### src/design/tclr_pkg.sv
// Package with the shared types and constants of the TTL cache directory.
package tclr_pkg;

  // Number of cache slots and the widths that follow from it.
  localparam int ENTRIES = 16;
  localparam int IDX_W   = (ENTRIES > 1) ? $clog2(ENTRIES) : 1;
  localparam int CNT_W   = $clog2(ENTRIES + 1);
  localparam int OUT_IDX_W = 4;

  // Request types.
  localparam logic REQ_LOOKUP = 1'b0;
  localparam logic REQ_INSERT = 1'b1;

  // One request item.
  typedef struct packed {
    logic               req_type;
    logic [31:0]        key;
    logic [31:0]        now_seconds;
    logic signed [31:0] max_age;
  } req_t;

  // One response item.
  typedef struct packed {
    logic                 hit;
    logic                 fresh;
    logic                 stored;
    logic [OUT_IDX_W-1:0] entry_index;
  } rsp_t;

  // Scan token that walks the row of cells, one cell per cycle.
  typedef struct packed {
    logic             valid;
    logic             req_type;
    logic [31:0]      key;
    logic [31:0]      now;
    logic             hit;
    logic             fresh;
    logic [IDX_W-1:0] hit_idx;
    logic             stale_found;
    logic [IDX_W-1:0] stale_idx;
    logic [31:0]      oldest;
    logic [IDX_W-1:0] oldest_idx;
  } tok_t;

  // Slot write broadcast to all cells at the end of a scan.
  typedef struct packed {
    logic             en;
    logic             touch_only;
    logic [IDX_W-1:0] idx;
    logic [31:0]      key;
    logic [31:0]      max_age;
    logic [31:0]      now;
  } wr_t;

endpackage

### src/design/tclr_cell.sv
// One cache slot: holds its entry and updates the passing scan token.
module tclr_cell
  import tclr_pkg::*;
(
  input  logic             clk,
  input  logic             rst,
  input  logic [IDX_W-1:0] my_index,
  input  logic [CNT_W-1:0] fill_count,
  input  tok_t             tok_in,
  input  wr_t              wr,
  output tok_t             tok_out
);

  logic [31:0] entry_key;
  logic [31:0] entry_max_age;
  logic [31:0] entry_cached_time;
  logic [31:0] entry_access_time;

  logic        filled;
  logic [31:0] age;
  logic        stale;
  tok_t        tok_next;

  // Age saturates at zero when the clock is behind the cached time.
  always_comb begin
    filled = CNT_W'(my_index) < fill_count;
    age    = (tok_in.now >= entry_cached_time) ? (tok_in.now - entry_cached_time) : 32'd0;
    stale  = entry_max_age[31] | (age >= entry_max_age);
  end

  // Token update: first key match, first stale slot and oldest access time.
  always_comb begin
    tok_next = tok_in;
    if (tok_in.req_type == REQ_LOOKUP) begin
      if (!tok_in.hit && filled && (entry_key == tok_in.key)) begin
        tok_next.hit     = 1'b1;
        tok_next.hit_idx = my_index;
        tok_next.fresh   = !stale;
      end
    end else begin
      if (!tok_in.stale_found && stale) begin
        tok_next.stale_found = 1'b1;
        tok_next.stale_idx   = my_index;
      end
      if ((my_index == '0) || (entry_access_time < tok_in.oldest)) begin
        tok_next.oldest     = entry_access_time;
        tok_next.oldest_idx = my_index;
      end
    end
  end

  // Token register toward the next cell.
  always_ff @(posedge clk) begin
    if (rst) begin
      tok_out.valid <= 1'b0;
    end else begin
      tok_out.valid <= tok_in.valid;
    end
    if (tok_in.valid) begin
      tok_out.req_type    <= tok_next.req_type;
      tok_out.key         <= tok_next.key;
      tok_out.now         <= tok_next.now;
      tok_out.hit         <= tok_next.hit;
      tok_out.fresh       <= tok_next.fresh;
      tok_out.hit_idx     <= tok_next.hit_idx;
      tok_out.stale_found <= tok_next.stale_found;
      tok_out.stale_idx   <= tok_next.stale_idx;
      tok_out.oldest      <= tok_next.oldest;
      tok_out.oldest_idx  <= tok_next.oldest_idx;
    end
  end

  // Slot storage, written by the broadcast from the controller.
  always_ff @(posedge clk) begin
    if (wr.en && (wr.idx == my_index)) begin
      entry_access_time <= wr.now;
      if (!wr.touch_only) begin
        entry_key         <= wr.key;
        entry_max_age     <= wr.max_age;
        entry_cached_time <= wr.now;
      end
    end
  end

endmodule

### config.mk
export PLATFORM = sky130hd
export DESIGN_NAME = tclr_cell
export DESIGN_NICKNAME = d
export VERILOG_FILES = /design/src/design/tclr_pkg.sv /design/src/design/tclr_cell.sv
export SDC_FILE = /design/constraint.sdc
export NUM_CORES = 1
export LEC_CHECK = 0
export ABC_CLOCK_PERIOD_IN_PS = 15600
export BUFFER_PORTS_ARGS = -buffer_cell sky130_fd_sc_hd__buf_2
export CAP_MARGIN = 25
export CORE_MARGIN = 1
export CORE_UTILIZATION = 30
export CTS_BUF_LIST = sky130_fd_sc_hd__clkbuf_4
export CTS_CLUSTER_SIZE = 24
export DETAILED_ROUTE_END_ITERATION = 12
export PLACE_DENSITY_LB_ADDON = 0.12
export SYNTH_ARGS = -nofsm -noshare
export SYNTH_HDL_FRONTEND = slang
export SYNTH_SLANG_ARGS = --single-unit
### constraint.sdc
create_clock -name clk -period 15.6 [get_ports clk]
set_input_delay 0.78 -clock clk [delete_from_list [all_inputs] [get_ports clk]]
set_output_delay 0.78 -clock clk [all_outputs]
set_load 0.005 [all_outputs]
# [Word-level counts from Yosys, hierarchy flattened]
# Cells that the tools add are included.
[totals] reg_bits=241 latchBits=0 ram_bits=0 romBits=0 inputBits=226 out_inout_bits=113 n_memories=0
[classes] addsub=1 multipliers=0 div_mod_pow=0 n_lt_le_gt_ge=4 eq_ne=2 shifts=0 n_mux=6 n_bitwise=2 n_reduce_logical=10
[ops] op="$ge A32 B32 Y1" n=2
[ops] op="$mux W41" n=1
[ops] op="$mux W36" n=1
[ops] op="$eq A32 B32 Y1" n=1
[ops] op="$lt A32 B32 Y1" n=1
[ops] op="$mux W32" n=1
[ops] op="$sub A32 B32 Y32" n=1
[ops] op="$mux W6" n=2
[ops] op="$lt A4 B5 Y1" n=1
[ops] op="$mux W5" n=1
[ops] op="$eq A4 B4 Y1" n=1
[ops] op="$logic_and A1 B1 Y1" n=4
[ops] op="$logic_not A4 Y1" n=1
[ops] op="$logic_not A1 Y1" n=3
[ops] op="$reduce_and A2 Y1" n=1
[ops] op="$logic_or A1 B1 Y1" n=1
[ops] op="$not A1 Y1" n=1
[ops] op="$or A1 B1 Y1" n=1

# [Longest topological paths before layout]
# Gate-level depths: netlist of run 1.
[depth] ltp_word=7 mapped_depth=23

# [Worst setup path after synthesis of run 1]
# Ideal clock, no wire load.
[synth_path] path_type="input-to-reg" start="input port my_index[2]" end="register entry_cached_time[0], enable pin" setup_ns=0.564 t_arrival_ns=8.523 t_required_ns=15.036 slack_ns=6.512 cell_stages=3 cell_sequence="xor2_1 > nor4_1 > nor2b_1"
[synth_between] elab_chain_cells=3
[synth_lines] item="from (decl)" line_no="tclr_cell.sv:7" rtl="input logic [IDX_W-1:0] my_index,"
[synth_lines] item="$eq A4 B4 Y1" line_no="tclr_cell.sv:75" rtl="if (wr.en && (wr.idx == my_index)) begin"
[synth_lines] item="$logic_and A1 B1 Y1" line_no="tclr_cell.sv:75"
[synth_lines] item="$reduce_and A2 Y1 (no source line)"
[synth_lines] item="to (signal assigned)" line_no="tclr_cell.sv:80" rtl="entry_cached_time <= wr.now;"
[synth_lines] item="to (decl)" line_no="tclr_cell.sv:16" rtl="logic [31:0] entry_cached_time;"
# No other way between the ends.
# A chain may end at the register's enable or synchronous reset.

==> results by group, run 1 <==
Outcome
  – Status: finished clean

Drt
  – WL/cell: 17.08 µm
  – Final ANT Viol Nets: 0
  – Met1 WL: 13.04 mm
  – Top Layer Used: met5
  – Routed wire length: 31.45 mm
  – Number of DRC markers in iteration 0: 296
  – DRC Markers: 0
  – Routed vias: 8,238
  – First drt pass iteration count: 4
  – Via density: 4.472
  – Met3 routed WL: 2.852 mm
  – Met2 WL: 14.63 mm

Synthesis
  – Post-synth EDFFs: 240
  – Top-area cell type share of the netlist area: 61.58%
  – Ys async rst share: 0%
  – Mapped Cells: 870
  – Synth unique cells: 50
  – Main synth FF type: edfxtp_1
  – Mapped Nets: 1,195
  – Main area contributors after synthesis: edfxtp_1 (62%), ha_1 (10%), inv_1 (3.5%)
  – Seq cells post-synth: 241
  – Yosys warns: 0
  – Avg Cell Area, Syn: 13.45 µm²
  – Post-synthesis sequential area ratio: 61.76%
  – Synth area leader: edfxtp_1
  – Post-Syn Area: 11,700 µm²

CTS
  – Clock slew at reported path FFs: 0.06 ns
  – Post_cts resized: 0
  – Clk sinks: 241
  – Root Buffer: clkbuf_4
  – Skew-Pair Late Insertion Delay: 0.76 ns
  – Setup fix buffers added after clock tree synthesis: 0
  – # hold bufs at CTS: 0
  – Max Buffers Root-to-Sink: 3
  – CTS tree: done
  – H-tree Lvls: 3
  – CTS Buf Count: 71

Setup path
  – Largest stage delay, worst path: 0.45 ns
  – Critical path endpoint: tok_out[38]
  – Worst path depth: 21
  – R2r setup slk: 10.09 ns
  – RR Startpoint: entry_cached_time[4]
  – Bufs and invs on worst path: 2
  – Crit path max-delay family: compound AO/OA/AOI/OAI gates
  – Crit path cell chain: inv_1 > ha_1 > a2111o_1 > a31oi_1 > o31a_2 > o21ai_2 > a221oi_4 > o21ai_2 > a221oi_4 > buf_4 > nor3_1 > ha_1 > nand4_1 > nor3_1 > nor3b_1 > a221oi_1 > o21ai_0 > a41o_1 > nand2_1 > nor2_1 > mux2_2
  – Crit path launch type: flop
  – Critical Path Source: entry_cached_time[4]
  – CP Capture Type: flop
  – Worst-path maximum fanout: 32
  – Slowest cell on crit path: a2111o_1
  – CP Data Required Time: 16.05 ns
  – Setup CP Type: flop to flop
  – Critical path arrival: 5.96 ns
  – Reg2Reg Capture Point: tok_out[38]
  – Worst Reg-to-Reg Cells: 21

Flow run
  – Max Cap Viol: 0

Finish
  – Non-Filler Instances: 1,842
  – Final core occ: 39.31%
  – Post-route cell area: 14,950 µm²
  – P&R area growth vs syn: 27.73%
  – Fill cells: 3,860
  – Fin nets: 1,600
  – Layout cell share with drive strength beyond 1: 37.43%

GRT
  – Grt ovf: 0
  – Vias in the first global route: 8,455
  – Largest net degree at the start of global routing: 69
  – Initial antenna violation count: 16
  – First-pass GRT wire length: 46.22 mm
  – All-layer global routing usage: 15.79%

Placed design
  – Total placed cells including tap cells: 1,713
  – DP Wirelength: 23.96 mm
  – GP Congestion: 0.8367
  – PortBufs: 338
  – DP Area: 14,030 µm²

Min path
  – Min-delay worst type: primary input to flop

Floorplanning
  – Total core area: 38,020 µm²
  – Die Area: 39,800 µm²
  – Die W: 199.5 µm
  – # rows: 71
  – Initial Utilization: 30.78%
  – I/O pin count: 339
  – Die Ht: 199.5 µm

STA
  – Worst-margin pin slew: 0.9390 ns
  – Final Hold Viols: 0
  – Finish-stage setup viols: 0
  – Setup TNS: 0 ns
  – Final worst path period share: 35.30%
  – Final Max Tran Viols: 0
  – Relative slew slack: 37.27%
  – Clock skew: 0.06607 ns
  – Tmin final: 5.507 ns
  – RSZ-0062 raised after global routing: false
  – Fmax: 181.6 MHz

Power and ir drop
  – PwrDens: 104.1 nW/µm²
  – Leak pwr: 6.611 nW
  – Peak VDD IR: 83.66 µV
-- sequential cells by signal, indices dropped and copies added, names as in the netlist --
name               count
entry_cached_time     32
tok_out              113
entry_access_time     32
entry_key             32
entry_max_age         32
-- layout by cell type, fill, tap and decap left out, types with 2 or more instances in the layout --
| master | Yosys | routed |
|---|---|---|
| o21ai_0 | 39 | 39 |
| nand2b_1 | 11 | 11 |
| nand2_1 | 27 | 27 |
| o21bai_1 | 3 | 3 |
| nor3_1 | 9 | 9 |
| a2111o_1 | 2 | 2 |
| nor4_1 | 7 | 6 |
| diode_2 | 0 | 6 |
| a21oi_1 | 46 | 46 |
| inv_1 | 108 | 108 |
| xnor2_1 | 31 | 31 |
| a31oi_1 | 3 | 3 |
| nor2_1 | 47 | 47 |
| mux2_2 | 36 | 36 |
| buf_2 | 3 | 337 |
| edfxtp_1 | 240 | 240 |
| o21a_1 | 6 | 6 |
| o21ai_2 | 2 | 2 |
| a41oi_1 | 2 | 2 |
| o211ai_1 | 3 | 3 |
| buf_4 | 3 | 7 |
| nor2b_1 | 6 | 5 |
| nand3_1 | 8 | 8 |
| xor2_1 | 30 | 30 |
| clkinv_1 | 0 | 16 |
| bufinv_16 | 0 | 2 |
| and3_1 | 3 | 3 |
| a221oi_4 | 2 | 2 |
| nand4_1 | 24 | 24 |
| ha_1 | 98 | 98 |
| clkbuf_4 | 0 | 102 |
| a211oi_1 | 8 | 8 |
| a21o_1 | 37 | 37 |
| and4_1 | 2 | 2 |
-- per-stage QoR --
stage / total power [W] / worst slack [ns] / hold WS, ns
after floorplan: 0.0008664 / 6.512 / 0.5401
after global placement: 0.0009592 / 9.652 / 0.5652
after detailed placement: 0.0009598 / 9.509 / 0.5686
after CTS: 0.001593 / 10.03 / 0.08803
after global routing: 0.001646 / 9.593 / 0.08463
final: 0.001557 / 10.09 / 0.1962
-- layer usage --
metal	vias up	track usage [%]
met2	292	24.92
met1	3769	18.86
li1	4077	-
met4	22	6.107
met5	-	0
met3	78	6.835
-- cell families (layout without fill, tap and decap cells) --
logic type	Yosys count	in the layout	synth area share [%]
xor+xnor	61	61	4.565
mux	36	36	3.464
flops	241	241	61.76
fa+ha+maj	99	99	10.65
other cells	0	6	0
compound gates	165	165	9.302
simple gates	148	148	6.223
buf+inv	120	575	4.041
-- report_power, final --
group,switching (W),internal [W]
clock network,0.000281,0.000332
logic,0.0000995,0.0000869
registers,0.00000856,0.000748
total,0.000389,0.00117
-- how the worst min path moves through the flow --
| stage | start | endpoint | slack [ns] | cells after the start |
|---|---|---|---|---|
| after floorplan | entry_access_time[0] | tok_out[4] | 0.54 | 1 |
| after global routing | wr[45] | entry_max_age[13] | 0.08 | 1 |
| after global placement | entry_access_time[0] | tok_out[4] | 0.57 | 1 |
| final | wr[38] | entry_max_age[6] | 0.20 | 1 |
| after CTS | wr[38] | entry_max_age[6] | 0.09 | 1 |
| after detailed placement | entry_access_time[0] | tok_out[4] | 0.57 | 1 |
-- cell usage after synthesis (5+ instances only) --
library cell and n:
nor4_1 7, edfxtp_1 240, o21ai_0 39, nand2_1 27, clkbuf_1 5, nor2_1 47
a211oi_1 8, o21a_1 6, nand2b_1 11, mux2_2 36, ha_1 98, nor2b_1 6
nand3_1 8, xor2_1 30, a21oi_1 46, a21o_1 37, inv_1 108, xnor2_1 31
nand4_1 24, nor3_1 9
-- area by class of cell --
type,instances,area (µm²),share of cell area (%)
sequential,241,7227,48.35
tap,511,639.4,4.277
antenna,6,15.01,0.1004
clock buffer,102,765.7,5.123
clock inverter,21,140.1,0.9375
inverter,108,405.4,2.712
multi-input combinational,509,4016,26.87
timing repair buffer,344,1739,11.63
-- worst reg2reg max path: stages (launching register included) --
cell and delay, ns:
edfxtp_1 0.32, inv_1 0.05, ha_1 0.37, a2111o_1 0.45, a31oi_1 0.17, o31a_2 0.21
o21ai_2 0.13, a221oi_4 0.35, o21ai_2 0.13, a221oi_4 0.22, buf_4 0.35, nor3_1 0.12
ha_1 0.31, nand4_1 0.16, nor3_1 0.30, nor3b_1 0.31, a221oi_1 0.13, o21ai_0 0.10
a41o_1 0.23, nand2_1 0.12, nor2_1 0.32, mux2_2 0.38
(Power assumes the default switching activity.)
==> run 2, diff against run 1 <==
- ABC_CLOCK_PERIOD_IN_PS: 15600 -> 5300
- clock period: 15.6 -> 5.3 ns (I/O delays scaled with it)
==> run 2 against run 1 <==
Critical path depth is the same. Clock power increased to 2.8 times the previous value. Register-to-register slack lost 9.8 ns. Clock-buffer cell count down 8. Non-clock buffer count up 234. Die area stayed put. Worst hold slack got worse by 0.050 ns. Combinational power increased to 3.8 times the previous value. Final cell count increased by 12%. Largest power group unchanged.
==> results by group, run 2 (synthesized netlist as in run 1, its figures left out) <==
CTS
  – Max Buffers Root-to-Sink: 3
  – Clock slew at reported path FFs: 0.06 ns
  – CTS tree: done
  – Skew-Pair Late Insertion Delay: 0.75 ns
  – Clk sinks: 241
  – H-tree Lvls: 3
  – Root Buffer: clkbuf_4
  – CTS Buf Count: 72

GRT
  – Grt ovf: 0
  – First-pass GRT wire length: 49.64 mm
  – Largest net degree at the start of global routing: 71
  – Initial antenna violation count: 3
  – Vias in the first global route: 9,490
  – All-layer global routing usage: 16.53%

STA
  – Final Hold Viols: 0
  – Fmax: 201.1 MHz
  – Relative slew slack: 33.86%
  – Worst-margin pin slew: 0.9921 ns
  – Finish-stage setup viols: 0
  – Final Max Tran Viols: 0
  – Tmin final: 4.974 ns
  – Final worst path period share: 93.84%
  – Clock skew: 0.04726 ns

Setup path
  – Setup CP Type: flop to flop
  – CP Data Required Time: 5.79 ns
  – Crit path max-delay family: compound AO/OA/AOI/OAI gates
  – Crit path launch type: flop
  – Worst-path maximum fanout: 4
  – Slowest cell on crit path: edfxtp_1
  – CP Capture Type: flop
  – Largest stage delay, worst path: 0.37 ns
  – Critical path arrival: 5.47 ns
  – Bufs and invs on worst path: 1
  – Crit path cell chain: inv_1 > ha_1 > a21o_1 > a211oi_1 > a211oi_2 > a41oi_1 > o21a_1 > a21oi_1 > a41oi_1 > xor2_1 > nor2_1 > ha_1 > nand4_1 > nor3_1 > nor3b_2 > a221oi_1 > o21ai_0 > a41o_2 > nand2_1 > nor2_2 > mux2_2

Power and ir drop
  – Peak VDD IR: 150.7 µV
  – PwrDens: 268.4 nW/µm²
  – Leak pwr: 7.556 nW

Drt
  – WL/cell: 16.04 µm
  – Routed vias: 9,143
  – First drt pass iteration count: 5
  – Number of DRC markers in iteration 0: 370
  – Via density: 4.421
  – Routed wire length: 33.16 mm
  – Final ANT Viol Nets: 0
  – DRC Markers: 0

Outcome
  – Status: finished clean

Finish
  – Commonest cells after routing, fill and taps aside: buf_2 (337), edfxtp_1 (240), dlygate4sd3_1 (224)
  – Final core occ: 45.29%
  – Post-route cell area: 17,220 µm²
  – Area of the multi-input gates: 4036 µm²
  – Number of flip-flops in the largest register: 113
  – Register area: 7227 µm²
  – Fill cells: 3,676
  – Largest register by flop count: tok_out
  – P&R area growth vs syn: 47.14%
  – Commonest non-fill, non-tap cell in the layout: buf_2
  – Fin nets: 1,835
  – Layout cell share with drive strength beyond 1: 32.50%

Floorplanning
  – Total core area: 38,020 µm²
  – I/O pin count: 339
  – Die W: 199.5 µm
  – Initial Utilization: 30.78%
  – # rows: 71
  – Die Ht: 199.5 µm
  – Die Area: 39,800 µm²

Placed design
  – GP Congestion: 0.8397
  – PortBufs: 338
  – DP Area: 14,110 µm²
  – DP Wirelength: 24.25 mm

Min path
  – Min-delay worst type: primary input to flop

Flow run
  – Max Cap Viol: 0
==> run 2: cell types whose count changed in the layout (fill, tap and decap cells not counted), moves of 2 or more <==
cell           before  now
dlygate4sd3_1       0  224
buf_4               7   15
clkbuf_4          102   94
clkinv_1           16   14
nor2_1             47   45
nor2_2              0    2
==> run 2: worst paths after layout <==
check                                            from          end  slack, ns  depth (start not counted)
worst min-delay path                    fill_count[4]  tok_out[45]       0.15                          4
worst min register to register  entry_access_time[15]  tok_out[19]       0.58                          1
worst max register to register   entry_cached_time[6]  tok_out[39]       0.33                         21
worst max-delay path             entry_cached_time[6]  tok_out[39]       0.33                         21
==> run 2: metal layers <==
metal	routed length, µm	GRT usage (%)
met2	15770	26.70
met4	748	6.305
met5	0	0
met1	14240	20.44
met3	2410	5.350
==> run 2: stage by stage <==
stage / setup TNS (ns) / hold slack (ns) / total power [W] / setup WS (ns) / instances
2_1_floorplan: 0 / 0.3366 / 0.002551 / 0.4923 / 870
3_3_place_gp: 0 / 0.4205 / 0.002832 / 0.05714 / 1723
3_5_place_dp: 0 / 0.4273 / 0.002835 / 0.01257 / 1723
4_1_cts: 0 / 0.08238 / 0.004718 / 0.1071 / 2062
5_1_grt: -0.01786 / 0.1412 / 0.004894 / -0.007326 / 2065
6_report: 0 / 0.1466 / 0.004622 / 0.3262 / 2068
==> run 2: layout make-up <==
cell class,count,area share [%]
flip-flops and latches,241,41.97
diodes,6,0.08720
well taps,511,3.713
repair buffers,578,23.62
inverters,108,2.354
multi-input cells,509,23.44
clock inverters,21,0.7121
clock buffers,94,4.098
==> run 2: worst reg2reg max path, stage by stage, from the launching register on <==
cell	delay [ns]
edfxtp_1	0.37
inv_1	0.07
ha_1	0.23
a21o_1	0.21
a211oi_1	0.28
a211oi_2	0.16
a41oi_1	0.37
o21a_1	0.24
a21oi_1	0.12
a41oi_1	0.26
xor2_1	0.27
nor2_1	0.07
ha_1	0.30
nand4_1	0.15
nor3_1	0.28
nor3b_2	0.26
a221oi_1	0.11
o21ai_0	0.11
a41o_2	0.21
nand2_1	0.10
nor2_2	0.20
mux2_2	0.36
==> run 2: where the power goes <==
group / internal (W) / switching [W] / leakage [nW] / total [W]
Clock: 0.000869 / 0.000825 / 0.486 / 0.00169
Sequential: 0.00220 / 0.0000258 / 2.26 / 0.00223
Combinational: 0.000373 / 0.000326 / 4.81 / 0.000699
==> run 2: what timing repair did <==
action,CTS,global route
setup endpoints to repair,0,4
buffers inserted,0,0
gates resized for setup,0,7
hold endpoints to repair,266,0
hold buffers,224,0
